## src/sv/ttam_pkg.sv

```systemverilog
// ----------------------------------------------------------------------------
// ttam_pkg
// Shared types, codes and helpers for the tiled texture address map.
// ----------------------------------------------------------------------------
package ttam_pkg;

  localparam int IDX_W      = 22;
  localparam int CFG_DATA_W = 11;
  localparam int REG_IDX_W  = 2;

  localparam logic [REG_IDX_W-1:0] REG_DIRECTION    = 2'd0;
  localparam logic [REG_IDX_W-1:0] REG_PIXEL_FORMAT = 2'd1;
  localparam logic [REG_IDX_W-1:0] REG_WIDTH        = 2'd2;
  localparam logic [REG_IDX_W-1:0] REG_HEIGHT       = 2'd3;

  localparam logic DIR_UNSWIZZLE = 1'b0;
  localparam logic DIR_SWIZZLE   = 1'b1;

  localparam logic [1:0] FMT_4BPP  = 2'd0;
  localparam logic [1:0] FMT_8BPP  = 2'd1;
  localparam logic [1:0] FMT_16BPP = 2'd2;
  localparam logic [1:0] FMT_32BPP = 2'd3;

  localparam logic [CFG_DATA_W-1:0] RESET_SIDE = 11'd1024;

  // 16-bit word order inside a 16-byte linear group for 32 bpp.
  localparam logic [2:0] WORD_PERM [8] = '{3'd4, 3'd0, 3'd5, 3'd1,
                                           3'd6, 3'd2, 3'd7, 3'd3};

  typedef struct packed {
    logic       direction;
    logic [1:0] pixel_format;
  } ttam_mode_t;

  typedef struct packed {
    logic       out_of_range;
    logic       no_source;
    logic [4:0] low5;
  } ttam_side_t;

  // Width helpers, all derived from the largest supported side.
  function automatic int side_w(input int max_side);
    return $clog2(max_side + 1);
  endfunction

  function automatic int wb_w(input int max_side);
    return side_w(max_side) + 2;
  endfunction

  function automatic int bw_w(input int max_side);
    return $clog2(((4 * max_side + 7) >> 3) + 1);
  endfunction

  function automatic int rs_w(input int max_side);
    return $clog2(4 * max_side + 8);
  endfunction

  function automatic int rp_w(input int max_side);
    return $clog2(max_side + 8);
  endfunction

  // Low four bits of a permuted linear position when unswizzling 32 bpp.
  function automatic logic [3:0] unswz_low(input logic [3:0] lo);
    return {WORD_PERM[lo[3:1]], ~lo[0]};
  endfunction

  // Low six bits of a permuted tiled position when swizzling 32 bpp.
  function automatic logic [5:0] swz_low(input logic [5:0] lo);
    logic       half;
    logic [1:0] j;
    logic [2:0] m;
    logic [4:0] sh;
    half = lo[5];
    j    = lo[4:3];
    m    = {lo[2:1], ~half};
    if (!m[2]) begin
      sh = {1'b0, j, m[1:0]};
    end else begin
      sh = 5'd12 + {1'b0, j, 2'b00} + {2'b00, m};
    end
    return {sh, ~lo[0]};
  endfunction

endpackage

```

## src/sv/ttam_cfg.sv

```systemverilog
// ----------------------------------------------------------------------------
// ttam_cfg
// Configuration registers and the registered texture geometry.
// ----------------------------------------------------------------------------
module ttam_cfg #(
  parameter int MAX_SIDE = 1024
) (
  input  logic                                 clk,
  input  logic                                 rst,
  input  logic                                 cfg_write,
  input  logic [ttam_pkg::REG_IDX_W-1:0]       cfg_index,
  input  logic [ttam_pkg::CFG_DATA_W-1:0]      cfg_data,
  output ttam_pkg::ttam_mode_t                 mode,
  output logic [ttam_pkg::side_w(MAX_SIDE)-1:0] h,
  output logic [ttam_pkg::wb_w(MAX_SIDE)-1:0]   wb,
  output logic [ttam_pkg::bw_w(MAX_SIDE)-1:0]   bw,
  output logic [ttam_pkg::rs_w(MAX_SIDE)-1:0]   row_size,
  output logic [ttam_pkg::rp_w(MAX_SIDE) + ttam_pkg::rs_w(MAX_SIDE)-1:0] total,
  output logic [2*ttam_pkg::side_w(MAX_SIDE)-1:0] pixels
);
  import ttam_pkg::*;

  localparam int SIDE_W = side_w(MAX_SIDE);
  localparam int WB_W   = wb_w(MAX_SIDE);
  localparam int BW_W   = bw_w(MAX_SIDE);
  localparam int RS_W   = rs_w(MAX_SIDE);
  localparam int RP_W   = rp_w(MAX_SIDE);
  localparam int TOT_W  = RP_W + RS_W;
  localparam int PIX_W  = 2 * SIDE_W;

  logic                  direction;
  logic [1:0]            pixel_format;
  logic [CFG_DATA_W-1:0] width_pixels;
  logic [CFG_DATA_W-1:0] height_pixels;

  logic              fmt0;
  logic [SIDE_W-1:0] w_cl;
  logic [SIDE_W-1:0] h_cl;
  logic [WB_W-1:0]   wb_c;
  logic [WB_W:0]     wb_up;
  logic [BW_W-1:0]   bw_c;
  logic [RS_W-1:0]   rs_c;
  logic [SIDE_W:0]   h_up;
  logic [RP_W-1:0]   rp_c;

  always_ff @(posedge clk) begin
    if (rst) begin
      direction     <= DIR_UNSWIZZLE;
      pixel_format  <= FMT_8BPP;
      width_pixels  <= RESET_SIDE;
      height_pixels <= RESET_SIDE;
    end else if (cfg_write) begin
      unique case (cfg_index)
        REG_DIRECTION:    direction     <= cfg_data[0];
        REG_PIXEL_FORMAT: pixel_format  <= cfg_data[1:0];
        REG_WIDTH:        width_pixels  <= cfg_data;
        REG_HEIGHT:       height_pixels <= cfg_data;
      endcase
    end
  end

  assign fmt0 = (pixel_format == FMT_4BPP);
  assign w_cl = (32'(width_pixels) > MAX_SIDE) ? SIDE_W'(MAX_SIDE) : SIDE_W'(width_pixels);
  assign h_cl = (32'(height_pixels) > MAX_SIDE) ? SIDE_W'(MAX_SIDE) : SIDE_W'(height_pixels);

  always_comb begin
    unique case (pixel_format)
      FMT_4BPP:  wb_c = WB_W'(w_cl >> 1);
      FMT_8BPP:  wb_c = WB_W'(w_cl);
      FMT_16BPP: wb_c = WB_W'({w_cl, 1'b0});
      FMT_32BPP: wb_c = WB_W'({w_cl, 2'b00});
    endcase
  end

  // Blocks are four bytes wide in 4 bpp and eight bytes wide otherwise.
  assign wb_up = {1'b0, wb_c} + (fmt0 ? (WB_W+1)'(3) : (WB_W+1)'(7));
  assign bw_c  = fmt0 ? BW_W'(wb_up >> 2) : BW_W'(wb_up >> 3);
  assign rs_c  = fmt0 ? RS_W'({bw_c, 2'b00}) : RS_W'({bw_c, 3'b000});
  assign h_up  = {1'b0, h_cl} + (fmt0 ? (SIDE_W+1)'(7) : (SIDE_W+1)'(3));
  assign rp_c  = fmt0 ? RP_W'({h_up[SIDE_W:3], 3'b000}) : RP_W'({h_up[SIDE_W:2], 2'b00});

  always_ff @(posedge clk) begin
    mode     <= '{direction: direction, pixel_format: pixel_format};
    h        <= h_cl;
    wb       <= wb_c;
    bw       <= bw_c;
    row_size <= rs_c;
    total    <= TOT_W'(rp_c) * TOT_W'(rs_c);
    pixels   <= PIX_W'(w_cl) * PIX_W'(h_cl);
  end

endmodule

```

## src/sv/ttam_front.sv

```systemverilog
// ----------------------------------------------------------------------------
// ttam_front
// Input register, range check, 32 bpp word permutation and divider operand.
// ----------------------------------------------------------------------------
module ttam_front #(
  parameter int MAX_SIDE = 1024
) (
  input  logic                                  clk,
  input  logic                                  rst,
  input  logic                                  in_valid,
  output logic                                  in_ready,
  input  logic [ttam_pkg::IDX_W-1:0]            dest_index,
  input  ttam_pkg::ttam_mode_t                  mode,
  input  logic [ttam_pkg::rp_w(MAX_SIDE) + ttam_pkg::rs_w(MAX_SIDE)-1:0] total,
  input  logic [2*ttam_pkg::side_w(MAX_SIDE)-1:0] pixels,
  output logic                                  out_valid,
  input  logic                                  dn_ready,
  output logic [ttam_pkg::IDX_W-1:0]            numer,
  output ttam_pkg::ttam_side_t                  side
);
  import ttam_pkg::*;

  logic             v0;
  logic [IDX_W-1:0] d0;
  logic             v1;
  logic             en0;
  logic             en1;

  logic             fmt0;
  logic             fmt3;
  logic             swz;
  logic             perm_u;
  logic             perm_s;
  logic [IDX_W-1:0] p_c;
  logic [IDX_W-1:0] numer_c;
  logic             oor_c;
  logic             beyond_c;

  assign en1      = !v1 || dn_ready;
  assign en0      = !v0 || en1;
  assign in_ready = en0;

  assign fmt0 = (mode.pixel_format == FMT_4BPP);
  assign fmt3 = (mode.pixel_format == FMT_32BPP);
  assign swz  = (mode.direction == DIR_SWIZZLE);

  // The permutation covers whole groups up to the last one touching a pixel:
  // group g is inside when g times the group's pixel count is below w*h.
  assign perm_u = fmt3 && !swz &&
                  (32'({d0[IDX_W-1:4], 2'b00}) < 32'(pixels));
  assign perm_s = fmt3 && swz &&
                  (32'({d0[IDX_W-1:6], 4'b0000}) < 32'(pixels));

  always_comb begin
    if (perm_u) begin
      p_c = {d0[IDX_W-1:4], unswz_low(d0[3:0])};
    end else if (perm_s) begin
      p_c = {d0[IDX_W-1:6], swz_low(d0[5:0])};
    end else begin
      p_c = d0;
    end
  end

  assign oor_c    = 32'(d0) >= 32'(total);
  assign beyond_c = 32'(p_c) >= 32'(total);

  // Both directions end in a division by the block count of one row.
  always_comb begin
    if (swz) begin
      numer_c = p_c >> 5;
    end else if (fmt0) begin
      numer_c = p_c >> 2;
    end else begin
      numer_c = p_c >> 3;
    end
  end

  always_ff @(posedge clk) begin
    if (rst) begin
      v0 <= 1'b0;
      v1 <= 1'b0;
    end else begin
      if (en0) v0 <= in_valid;
      if (en1) v1 <= v0;
    end
  end

  always_ff @(posedge clk) begin
    if (en0 && in_valid) d0 <= dest_index;
    if (en1) begin
      numer <= numer_c;
      side  <= '{out_of_range: oor_c, no_source: beyond_c, low5: p_c[4:0]};
    end
  end

  assign out_valid = v1;

endmodule

```

## src/sv/ttam_div.sv

```systemverilog
// ----------------------------------------------------------------------------
// ttam_div
// Pipelined restoring divider by the row block count, one quotient bit a
// stage.
// ----------------------------------------------------------------------------
module ttam_div #(
  parameter int MAX_SIDE = 1024
) (
  input  logic                                 clk,
  input  logic                                 rst,
  input  logic                                 in_valid,
  output logic                                 in_ready,
  input  logic [ttam_pkg::IDX_W-1:0]           numer,
  input  ttam_pkg::ttam_side_t                 side_in,
  input  logic [ttam_pkg::bw_w(MAX_SIDE)-1:0]  bw,
  output logic                                 out_valid,
  input  logic                                 dn_ready,
  output logic [ttam_pkg::rp_w(MAX_SIDE)-1:0]  quo,
  output logic [ttam_pkg::bw_w(MAX_SIDE)-1:0]  rem,
  output ttam_pkg::ttam_side_t                 side_out
);
  import ttam_pkg::*;

  localparam int BW_W = bw_w(MAX_SIDE);
  localparam int QW   = rp_w(MAX_SIDE);
  localparam int DW   = (IDX_W > BW_W + QW) ? IDX_W : BW_W + QW;

  logic [DW-1:0] rem_r  [QW];
  logic [QW-1:0] quo_r  [QW];
  ttam_side_t    side_r [QW];
  logic          v_r    [QW];
  logic          en     [QW];

  logic [DW-1:0] rem_i  [QW];
  logic [QW-1:0] quo_i  [QW];
  ttam_side_t    side_i [QW];
  logic          v_i    [QW];
  logic [DW-1:0] trial  [QW];
  logic          fits   [QW];

  // The quotient is known to fit in QW bits whenever the position lies
  // inside the image; other items are flagged and their result is dropped.
  always_comb begin
    for (int k = 0; k < QW; k++) begin
      if (k == 0) begin
        rem_i[k]  = DW'(numer);
        quo_i[k]  = '0;
        side_i[k] = side_in;
        v_i[k]    = in_valid;
      end else begin
        rem_i[k]  = rem_r[k-1];
        quo_i[k]  = quo_r[k-1];
        side_i[k] = side_r[k-1];
        v_i[k]    = v_r[k-1];
      end
      trial[k] = DW'(bw) << (QW - 1 - k);
      fits[k]  = rem_i[k] >= trial[k];
    end
  end

  always_comb begin
    en[QW-1] = !v_r[QW-1] || dn_ready;
    for (int k = QW - 2; k >= 0; k--) begin
      en[k] = !v_r[k] || en[k+1];
    end
  end

  always_ff @(posedge clk) begin
    for (int k = 0; k < QW; k++) begin
      if (rst) begin
        v_r[k] <= 1'b0;
      end else if (en[k]) begin
        v_r[k] <= v_i[k];
      end
    end
  end

  always_ff @(posedge clk) begin
    for (int k = 0; k < QW; k++) begin
      if (en[k]) begin
        rem_r[k]  <= fits[k] ? rem_i[k] - trial[k] : rem_i[k];
        quo_r[k]  <= quo_i[k] | (QW'(fits[k]) << (QW - 1 - k));
        side_r[k] <= side_i[k];
      end
    end
  end

  assign in_ready  = en[0];
  assign out_valid = v_r[QW-1];
  assign quo       = quo_r[QW-1];
  assign rem       = BW_W'(rem_r[QW-1]);
  assign side_out  = side_r[QW-1];

endmodule

```

## src/sv/ttam_back.sv

```systemverilog
// ----------------------------------------------------------------------------
// ttam_back
// Padding check, address rebuild by one multiply and add, output register.
// ----------------------------------------------------------------------------
module ttam_back #(
  parameter int MAX_SIDE = 1024
) (
  input  logic                                  clk,
  input  logic                                  rst,
  input  logic                                  in_valid,
  output logic                                  in_ready,
  input  logic [ttam_pkg::rp_w(MAX_SIDE)-1:0]   quo,
  input  logic [ttam_pkg::bw_w(MAX_SIDE)-1:0]   rem,
  input  ttam_pkg::ttam_side_t                  side,
  input  ttam_pkg::ttam_mode_t                  mode,
  input  logic [ttam_pkg::side_w(MAX_SIDE)-1:0] h,
  input  logic [ttam_pkg::wb_w(MAX_SIDE)-1:0]   wb,
  input  logic [ttam_pkg::bw_w(MAX_SIDE)-1:0]   bw,
  input  logic [ttam_pkg::rs_w(MAX_SIDE)-1:0]   row_size,
  output logic                                  out_valid,
  input  logic                                  out_ready,
  output logic [ttam_pkg::IDX_W-1:0]            source_index,
  output logic                                  no_source,
  output logic                                  out_of_range
);
  import ttam_pkg::*;

  localparam int BW_W = bw_w(MAX_SIDE);
  localparam int RS_W = rs_w(MAX_SIDE);
  localparam int QW   = rp_w(MAX_SIDE);
  localparam int RW   = QW + 3;
  localparam int CLW  = BW_W + 3;
  localparam int PW   = RW + RS_W;
  localparam int FW   = (PW + 6 > IDX_W) ? PW + 6 : IDX_W;

  logic v1;
  logic v2;
  logic en1;
  logic en2;

  logic [PW-1:0]  prod1;
  logic [CLW-1:0] add1;
  logic [4:0]     low1;
  logic           oor1;
  logic           nosrc1;

  logic           fmt0;
  logic           swz;
  logic [CLW-1:0] col_c;
  logic [RW-1:0]  row_s;
  logic [RW-1:0]  row_c;
  logic [RW-1:0]  by_u;
  logic [4:0]     low_u;
  logic           pad_c;
  logic [RW-1:0]  mul_a;
  logic [RS_W-1:0] mul_b;
  logic [FW-1:0]  sum_c;
  logic [FW-1:0]  res_c;

  assign en2      = !v2 || out_ready;
  assign en1      = !v1 || en2;
  assign in_ready = en1;

  assign fmt0 = (mode.pixel_format == FMT_4BPP);
  assign swz  = (mode.direction == DIR_SWIZZLE);

  // Column of the byte: the remainder counts whole blocks, the low bits of
  // the position give the byte inside the block.
  assign col_c = fmt0 ? CLW'({rem, side.low5[1:0]}) : CLW'({rem, side.low5[2:0]});

  // Swizzling: the quotient is the block row, the row inside the block
  // comes from the position. Unswizzling: the quotient is the image row.
  assign row_s = fmt0 ? RW'({quo, side.low5[4:2]}) : RW'({quo, side.low5[4:3]});
  assign row_c = swz ? row_s : RW'(quo);
  assign by_u  = fmt0 ? RW'(quo >> 3) : RW'(quo >> 2);
  assign low_u = fmt0 ? {quo[2:0], side.low5[1:0]} : {quo[1:0], side.low5[2:0]};

  assign pad_c = (32'(row_c) >= 32'(h)) || (32'(col_c) >= 32'(wb));
  assign mul_a = swz ? row_s : by_u;
  assign mul_b = swz ? row_size : RS_W'(bw);

  // A block holds 32 bytes in every format, so the tiled address is the
  // block number shifted by five with the in-block offset below it.
  assign sum_c = FW'(prod1) + FW'(add1);
  assign res_c = swz ? sum_c : {sum_c[FW-6:0], low1};

  always_ff @(posedge clk) begin
    if (rst) begin
      v1 <= 1'b0;
      v2 <= 1'b0;
    end else begin
      if (en1) v1 <= in_valid;
      if (en2) v2 <= v1;
    end
  end

  always_ff @(posedge clk) begin
    if (en1) begin
      prod1  <= PW'(mul_a) * PW'(mul_b);
      add1   <= swz ? col_c : CLW'(rem);
      low1   <= low_u;
      oor1   <= side.out_of_range;
      nosrc1 <= side.no_source || pad_c;
    end
    if (en2) begin
      source_index <= (oor1 || nosrc1) ? '0 : res_c[IDX_W-1:0];
      no_source    <= !oor1 && nosrc1;
      out_of_range <= oor1;
    end
  end

  assign out_valid = v2;

endmodule

```

## src/sv/tiled_texture_address_map_core.sv

```systemverilog
// ----------------------------------------------------------------------------
// tiled_texture_address_map_core
// Gather address generator between linear and block-tiled texture layouts.
// ----------------------------------------------------------------------------
//  Port group  Handshake              Carries
//  input       in_valid / in_ready    dest_index
//  output      out_valid / out_ready  source_index, no_source, out_of_range
//  config      cfg_write              cfg_index, cfg_data (no read-back)
//
//  One item is taken per clock while the output is not stalled with every
//  stage full. The item passes rp_w(MAX_SIDE) + 4 register stages; the
//  divider resolves one quotient bit per stage. Reset returns the
//  configuration to its defaults and clears all stage valid bits; the
//  geometry registers follow the configuration in the cycle after. A stall
//  at the output holds only the full stages; empty stages keep filling.
// ----------------------------------------------------------------------------
module tiled_texture_address_map_core #(
  parameter int MAX_SIDE = 1024
) (
  input  logic                            clk,
  input  logic                            rst,
  input  logic                            cfg_write,
  input  logic [ttam_pkg::REG_IDX_W-1:0]  cfg_index,
  input  logic [ttam_pkg::CFG_DATA_W-1:0] cfg_data,
  input  logic                            in_valid,
  output logic                            in_ready,
  input  logic [ttam_pkg::IDX_W-1:0]      dest_index,
  output logic                            out_valid,
  input  logic                            out_ready,
  output logic [ttam_pkg::IDX_W-1:0]      source_index,
  output logic                            no_source,
  output logic                            out_of_range
);
  import ttam_pkg::*;

  localparam int SIDE_W = side_w(MAX_SIDE);
  localparam int WB_W   = wb_w(MAX_SIDE);
  localparam int BW_W   = bw_w(MAX_SIDE);
  localparam int RS_W   = rs_w(MAX_SIDE);
  localparam int RP_W   = rp_w(MAX_SIDE);
  localparam int TOT_W  = RP_W + RS_W;
  localparam int PIX_W  = 2 * SIDE_W;

  ttam_mode_t        mode;
  logic [SIDE_W-1:0] h;
  logic [WB_W-1:0]   wb;
  logic [BW_W-1:0]   bw;
  logic [RS_W-1:0]   row_size;
  logic [TOT_W-1:0]  total;
  logic [PIX_W-1:0]  pixels;

  logic              fr_valid;
  logic              div_ready;
  logic [IDX_W-1:0]  fr_numer;
  ttam_side_t        fr_side;

  logic              dv_valid;
  logic              bk_ready;
  logic [RP_W-1:0]   dv_quo;
  logic [BW_W-1:0]   dv_rem;
  ttam_side_t        dv_side;

  ttam_cfg #(.MAX_SIDE(MAX_SIDE)) u_cfg (
    .clk       (clk),
    .rst       (rst),
    .cfg_write (cfg_write),
    .cfg_index (cfg_index),
    .cfg_data  (cfg_data),
    .mode      (mode),
    .h         (h),
    .wb        (wb),
    .bw        (bw),
    .row_size  (row_size),
    .total     (total),
    .pixels    (pixels)
  );

  ttam_front #(.MAX_SIDE(MAX_SIDE)) u_front (
    .clk        (clk),
    .rst        (rst),
    .in_valid   (in_valid),
    .in_ready   (in_ready),
    .dest_index (dest_index),
    .mode       (mode),
    .total      (total),
    .pixels     (pixels),
    .out_valid  (fr_valid),
    .dn_ready   (div_ready),
    .numer      (fr_numer),
    .side       (fr_side)
  );

  ttam_div #(.MAX_SIDE(MAX_SIDE)) u_div (
    .clk       (clk),
    .rst       (rst),
    .in_valid  (fr_valid),
    .in_ready  (div_ready),
    .numer     (fr_numer),
    .side_in   (fr_side),
    .bw        (bw),
    .out_valid (dv_valid),
    .dn_ready  (bk_ready),
    .quo       (dv_quo),
    .rem       (dv_rem),
    .side_out  (dv_side)
  );

  ttam_back #(.MAX_SIDE(MAX_SIDE)) u_back (
    .clk          (clk),
    .rst          (rst),
    .in_valid     (dv_valid),
    .in_ready     (bk_ready),
    .quo          (dv_quo),
    .rem          (dv_rem),
    .side         (dv_side),
    .mode         (mode),
    .h            (h),
    .wb           (wb),
    .bw           (bw),
    .row_size     (row_size),
    .out_valid    (out_valid),
    .out_ready    (out_ready),
    .source_index (source_index),
    .no_source    (no_source),
    .out_of_range (out_of_range)
  );

  // Input back-pressure only appears once every stage holds an item.
  a_full_before_stall: assert property (@(posedge clk) disable iff (rst)
    !in_ready |-> (out_valid && !out_ready))
    else $error("input stalled while the pipeline still has room");

  a_oor_clean: assert property (@(posedge clk) disable iff (rst)
    (out_valid && out_of_range) |-> (!no_source && source_index == '0))
    else $error("out-of-range item carries a source");

  a_nosrc_zero: assert property (@(posedge clk) disable iff (rst)
    (out_valid && no_source) |-> (source_index == '0))
    else $error("padding item carries a non-zero source index");

  a_reset_empty: assert property (@(posedge clk)
    $past(rst) |-> !out_valid)
    else $error("result offered straight after reset");

endmodule
```

## config.mk

```make
export PLATFORM = sky130hd
export DESIGN_NAME = tiled_texture_address_map_core
export DESIGN_NICKNAME = d
export VERILOG_FILES = /design/src/sv/ttam_pkg.sv /design/src/sv/ttam_cfg.sv /design/src/sv/ttam_front.sv /design/src/sv/ttam_div.sv /design/src/sv/ttam_back.sv /design/src/sv/tiled_texture_address_map_core.sv
export SDC_FILE = /design/constraint.sdc
export NUM_CORES = 2
export LEC_CHECK = 0
export BUFFER_PORTS_ARGS = -buffer_cell sky130_fd_sc_hd__buf_2
export CORE_ASPECT_RATIO = 1.5
export CORE_MARGIN = 10
export CORE_UTILIZATION = 61
export CTS_CLUSTER_SIZE = 40
export DETAILED_ROUTE_END_ITERATION = 8
export GPL_ROUTABILITY_DRIVEN = 1
export PLACE_DENSITY = 0.78
export SLEW_MARGIN = 15
export SYNTH_ARGS = -nofsm -noshare
export SYNTH_HDL_FRONTEND = slang
export SYNTH_HIERARCHICAL = 1
export SYNTH_SLANG_ARGS = --single-unit
```

## constraint.sdc

```tcl
create_clock -name clk -period 14.3 [get_ports clk]
set_clock_uncertainty 0.1 [all_clocks]
set_input_delay 2.145 -clock clk [delete_from_list [all_inputs] [get_ports clk]]
set_output_delay 2.145 -clock clk [all_outputs]
set_load 0.01 [all_outputs]
```

# [Yosys cells after proc, flatten, opt, wreduce, memory -nomap -nowiden]
# Memory sizes are Yosys's and may differ from the RTL's.
# Index checks and enable logic that the tools add are counted.
[classes] addsub=16 n_mul=3 order_cmp=20 n_eq_ne=7 mux=92 n_bitwise=25 n_reduce_logical=49
[op_table] operator="22-bit two-way mux" n=12
[op_table] operator="1-bit two-way mux" n=57
[op_table] operator="13-bit one-hot mux with 4 select lines" n=1
[op_table] operator="22-bit by 24-bit greater-or-equal comparator with 1-bit output" n=2
[op_table] operator="20-bit by 22-bit less-than comparator with 1-bit output" n=2
[op_table] operator="14-bit two-way mux" n=3
[op_table] operator="13-bit two-way mux" n=3
[op_table] operator="11-bit by 13-bit multiplier with 24-bit output" n=1
[op_table] operator="22-bit by 13-bit adder with 22-bit output" n=1
[op_table] operator="22-bit by 10-bit greater-or-equal comparator with 1-bit output" n=1
[op_table] operator="22-bit by 11-bit greater-or-equal comparator with 1-bit output" n=1
[op_table] operator="22-bit by 12-bit greater-or-equal comparator with 1-bit output" n=1
[op_table] operator="22-bit by 13-bit greater-or-equal comparator with 1-bit output" n=1
[op_table] operator="22-bit by 14-bit greater-or-equal comparator with 1-bit output" n=1
[op_table] operator="22-bit by 15-bit greater-or-equal comparator with 1-bit output" n=1
[op_table] operator="22-bit by 16-bit greater-or-equal comparator with 1-bit output" n=1
[op_table] operator="22-bit by 17-bit greater-or-equal comparator with 1-bit output" n=1
[op_table] operator="22-bit by 18-bit greater-or-equal comparator with 1-bit output" n=1
[op_table] operator="22-bit by 19-bit greater-or-equal comparator with 1-bit output" n=1
[op_table] operator="11-bit greater-than comparator, second input constant" n=2
[op_table] operator="11-bit by 11-bit multiplier with 22-bit output" n=1
[op_table] operator="14-bit by 13-bit multiplier with 22-bit output" n=1
[op_table] operator="11-bit two-way mux" n=2
[op_table] operator="22-bit by 10-bit subtractor with 22-bit output" n=1
[op_table] operator="other kinds (46)" n=113
[totals] register_bits=240 ramBits=451 romBits=24 in_bits=40 output_inout_bits=26 elab_cells=249 mem_count=5
[memory_table] memory="u_div.rem_r" depth=11 word_bits=22 rd=11 rd_ports_with_merged_regs=0 write_ports=11 line="ttam_div.sv:28" source="logic [DW-1:0] rem_r [QW];"
[memory_table] memory="u_div.quo_r" depth=11 word_bits=11 rd=11 rd_ports_with_merged_regs=0 write_ports=11 line="ttam_div.sv:29" source="logic [QW-1:0] quo_r [QW];"
[memory_table] memory="u_div.side_r" depth=11 word_bits=7 rd=11 rd_ports_with_merged_regs=0 write_ports=11 line="ttam_div.sv:30" source="ttam_side_t side_r [QW];"
[memory_table] memory="(name not given)" depth=8 word_bits=3 rd=1 rd_ports_with_merged_regs=0 write_ports=0 line="ttam_pkg.sv:64" source="return {WORD_PERM[lo[3:1]], ~lo[0]};"
[memory_table] memory="u_div.v_r" depth=11 word_bits=1 rd=11 rd_ports_with_merged_regs=0 write_ports=11 line="ttam_div.sv:31" source="logic v_r [QW];"

# [Longest topological paths before layout]
[logic_depth] ltp_word=18 mapped_depth=31 ltp_nobuf=28

# [Cells and area by module]
# The synthesis kept the hierarchy.
[by_module_without_submodules] mod="ttam_div" n_inst=1 cells_each=1549 area_per_inst_um2=19438.6 seq_area_each_um2=11531.1
[by_module_without_submodules] mod="ttam_cfg" n_inst=1 cells_each=1217 area_per_inst_um2=10851.7 seq_area_each_um2=2302.2
[by_module_without_submodules] mod="ttam_back" n_inst=1 cells_each=1105 area_per_inst_um2=9892.0 seq_area_each_um2=2021.9
[by_module_without_submodules] mod="ttam_front" n_inst=1 cells_each=309 area_per_inst_um2=3266.9 seq_area_each_um2=1511.4

# [Worst setup path after synthesis]
# Ideal clock, no wire load.
[synth_path] kind="input to output" from="input out_ready" to="output in_ready" arrival_ns=6.677 required_time_ns=12.055 path_slack_ns=5.378 stages=10 path_buffers=0 path_cell_list="nor2b_1 > nand2_1 > nand3b_1 > nor2_1 > and2_1 > and3_1 > and3_1 > nand2_1 > nor2b_1 > nand2_1"
[synth_lines] element="from (decl)" line="tiled_texture_address_map_core.sv:29" source="input logic out_ready,"
[synth_lines] element="to (decl)" line="tiled_texture_address_map_core.sv:26" source="output logic in_ready,"

==> flow_summary.toml <==
[run_status]
status = "complete, no violations"

[logic_synthesis]
synth_top_family_by_area = "adder cells"
synth_edf_count = 499
seq_area_frac_synth_pct = 40.0
synth-compound-area-share_pct = 9.38
synth_top_area_cell = "edfxtp_1"
syn_inst = 4180
synthMuxAreaShare_pct = 2.54
synth_area_leaders = "edfxtp_1 (34%), fa_1 (13%), ha_1 (10%)"
ys.flop_type = "edfxtp_1"
async_flop_share_pct = 0
synth.avg_cell_area_um2 = 10.4
synth_fa_ha_area_share_pct = 23.3
synth_common_cells = "inv_1 (501), edfxtp_1 (499), nor2_1 (417)"
yosys.area_share.simple_pct = 14.8
yosys.area_share.xor_xnor_pct = 4.40
netlist.area_leader.share_pct = 34.5
yosysMostFrequentCell = "inv_1"
synthDistinctLibCells = 112
synthesis.area_um2 = 43400
yosys_warnings = 6
synth_seq_cells = 618

[power]
p_clk_share_pct = 24.3
power.total_mw = 6.64
switching_share_pct = 34.1
leakagePower_nw = 20.4
p_int_mw = 4.37
ir_drop_mv = 0.122
combPwrFrac_pct = 34.4
p_sw_mw = 2.27
p_per_area_nw_per_um2 = 142
seq_power_share_pct = 41.3

[sta]
finalCriticalPeriod_ps = 8080
worst_slack_ps = 6220
slew_headroom_pct = 23.9
setup_viol = 0
finalSetupTns_ps = 0
slew_viol_final = 0
hold_viol = 0
hold_ws_ps = 261
fmax_mhz = 124
fin_crit_sh_pct = 56.5
worst_slew_pin_slew_ps = 1110
rsz0062_at_grt = "false"

[grt]
antenna_found_initial = 1
groute.usage.overall_pct = 23.9
first_global_vias = 31500
overflow = 0
grt_max_degree = 91
grt_pass1_wl_mm = 158

[placed_design]
place_area_um2 = 44600
place.port_buffers = 65
post-dp-hpwl_mm = 75.8
placed_cells = 5069
dp_worst_setup_slack_ps = 6250
place_congestion = 1.01

[route]
drt-pass1-iter-count = 6
num_vias = 30300
drt-total-wl_mm = 98.2
wl_per_cell_um = 19.0
ant_nets = 0
first_iter_violations = 1862
drc_errors = 0
vias_per_cell = 5.86

[floorplanning]
num_rows = 119
die_w_um = 238
start_util_pct = 61.7
die_area_um2 = 82500
core_um2 = 70400
io_pins = 66
die_h_um = 347

[worst_setup_path]
critical_path_class = "input pin to primary output"
regToRegStartpoint = "u_cfg/height_pixels[10]$_SDFFE_PP1P_"
critical_path.max_fanout = 44
required_ps = 12060
cp-startpoint = "out_ready"
cp-end-kind = "primary output"
reg2reg_slack_ps = 6380
crit_arrival_ps = 5840
cp-start-kind = "input pin"

[clock_tree]
clkSinkCount = 618
numCtsBuffers = 57
cts_tree = "yes"
cts.htree.levels = 2
clk_pin_slew_ps = 70
ctsHoldBuffers = 0
cts-resized-gates = 0
clk_latency_ps = 670
cts_setup_buffers = 0
cts_root_buffer = "clkbuf_16"
clockBufferDepth = 3

[hold_path]
hp-class = "register to register"
worstHoldStart = "u_div/side_r[1][5]$_DFFE_PP_"

[cells_and_area]
areaGrowthSynthToFinish_pct = 7.37
utilization_pct = 66.2
stdcell_area_um2 = 46700
drive_gt1_share_pct = 7.57
fin_nets = 4902
final_cells = 5176
antenna_cells = 0

[job]
drv_cap = 0
-- path summary, 6_finish.rpt --
| kind | endpoint | depth (start not counted) |
|---|---|---|
| hold reg to reg | u_div/side_r[2][5]$_DFFE_PP_ | 0 |
| hold / removal | u_div/side_r[2][5]$_DFFE_PP_ | 0 |
| setup / recovery | in_ready | 14 |
| setup reg to reg | u_cfg/total[23]$_DFF_P_ | 22 |
-- power by group through the flow --
stage	logic, mW	registers (mW)	clock network, mW
floorplan	1.81	2.67	0
global placement	2.18	2.76	0
detailed placement	2.25	2.77	0
CTS	2.27	2.74	1.64
global route	2.56	2.78	1.71
finish	2.29	2.74	1.61
-- kinds of logic after synthesis --
group           Yosys count
compound gates          626
xor+xnor                215
fa+ha+maj               642
buf+inv                 621
flops                   618
mux                     105
other cells               2
simple gates           1351
-- flip-flops by register name, indices dropped and copies added, names as in the netlist, 20 cells and up --
| register | flops |
|---|---|
| u_div/quo_r | 66 |
| u_front/d0 | 22 |
| u_div/side_r | 77 |
| u_cfg/total | 20 |
| u_back/prod1 | 22 |
| u_back/source_index | 22 |
| u_front/numer | 20 |
| u_div/rem_r | 230 |
| u_cfg/pixels | 22 |
-- per-layer routing --
layer  part of all wire, %  vias up  global-route usage, %
li1                      -    14400                      -
met1                    36    14600                   24.8
met2                    53      948                   44.4
met3                   5.1      347                   3.80
met4                   6.4        2                   14.2
met5                 0.013        -                      0
-- area by class of cell --
type	instances	area [um^2]
repair buffers	91	520
inverters	505	1900
multi-input cells	2948	23700
clock inverters	46	541
fillers	5315	23800
flip-flops and latches	618	17400
clock buffers	61	1480
well taps	907	1130
-- worst max-delay path, cell delays in order --
cell and delay, ps:
buf_2 100, nor2b_1 270, nand2_2 610, nand3b_1 390
buf_4 290, nor2_1 270, and2_1 260, and3_1 320
and3_1 290, nand2_1 70, buf_4 260, nor2b_1 260
nand2_1 100, buf_2 150
-- layout by cell type (no fill, tap or decap), types with 12 or more instances in the layout --
cell / n
inv_1: 500
edfxtp_1: 499
nor2_1: 417
nand2_1: 413
ha_1: 361
fa_1: 280
a21oi_1: 202
o21ai_0: 126
xnor2_1: 123
dfxtp_1: 118
xor2_1: 88
nor3_1: 72
buf_2: 65
nand2b_1: 65
mux2i_1: 62
nand3_1: 61
a21o_1: 59
clkbuf_16: 58
nor2b_1: 57
mux2_2: 42
o21a_1: 36
and3_1: 31
or2_2: 31
a211oi_1: 31
nand4_1: 29
buf_4: 26
and2_1: 26
a31oi_1: 25
nor4_1: 24
o211ai_1: 22
or3_1: 22
or4_1: 18
nor3b_1: 14
nand3b_1: 14
nor4b_1: 14
o31ai_1: 12
o21bai_1: 12
(Power assumes the default switching activity.)
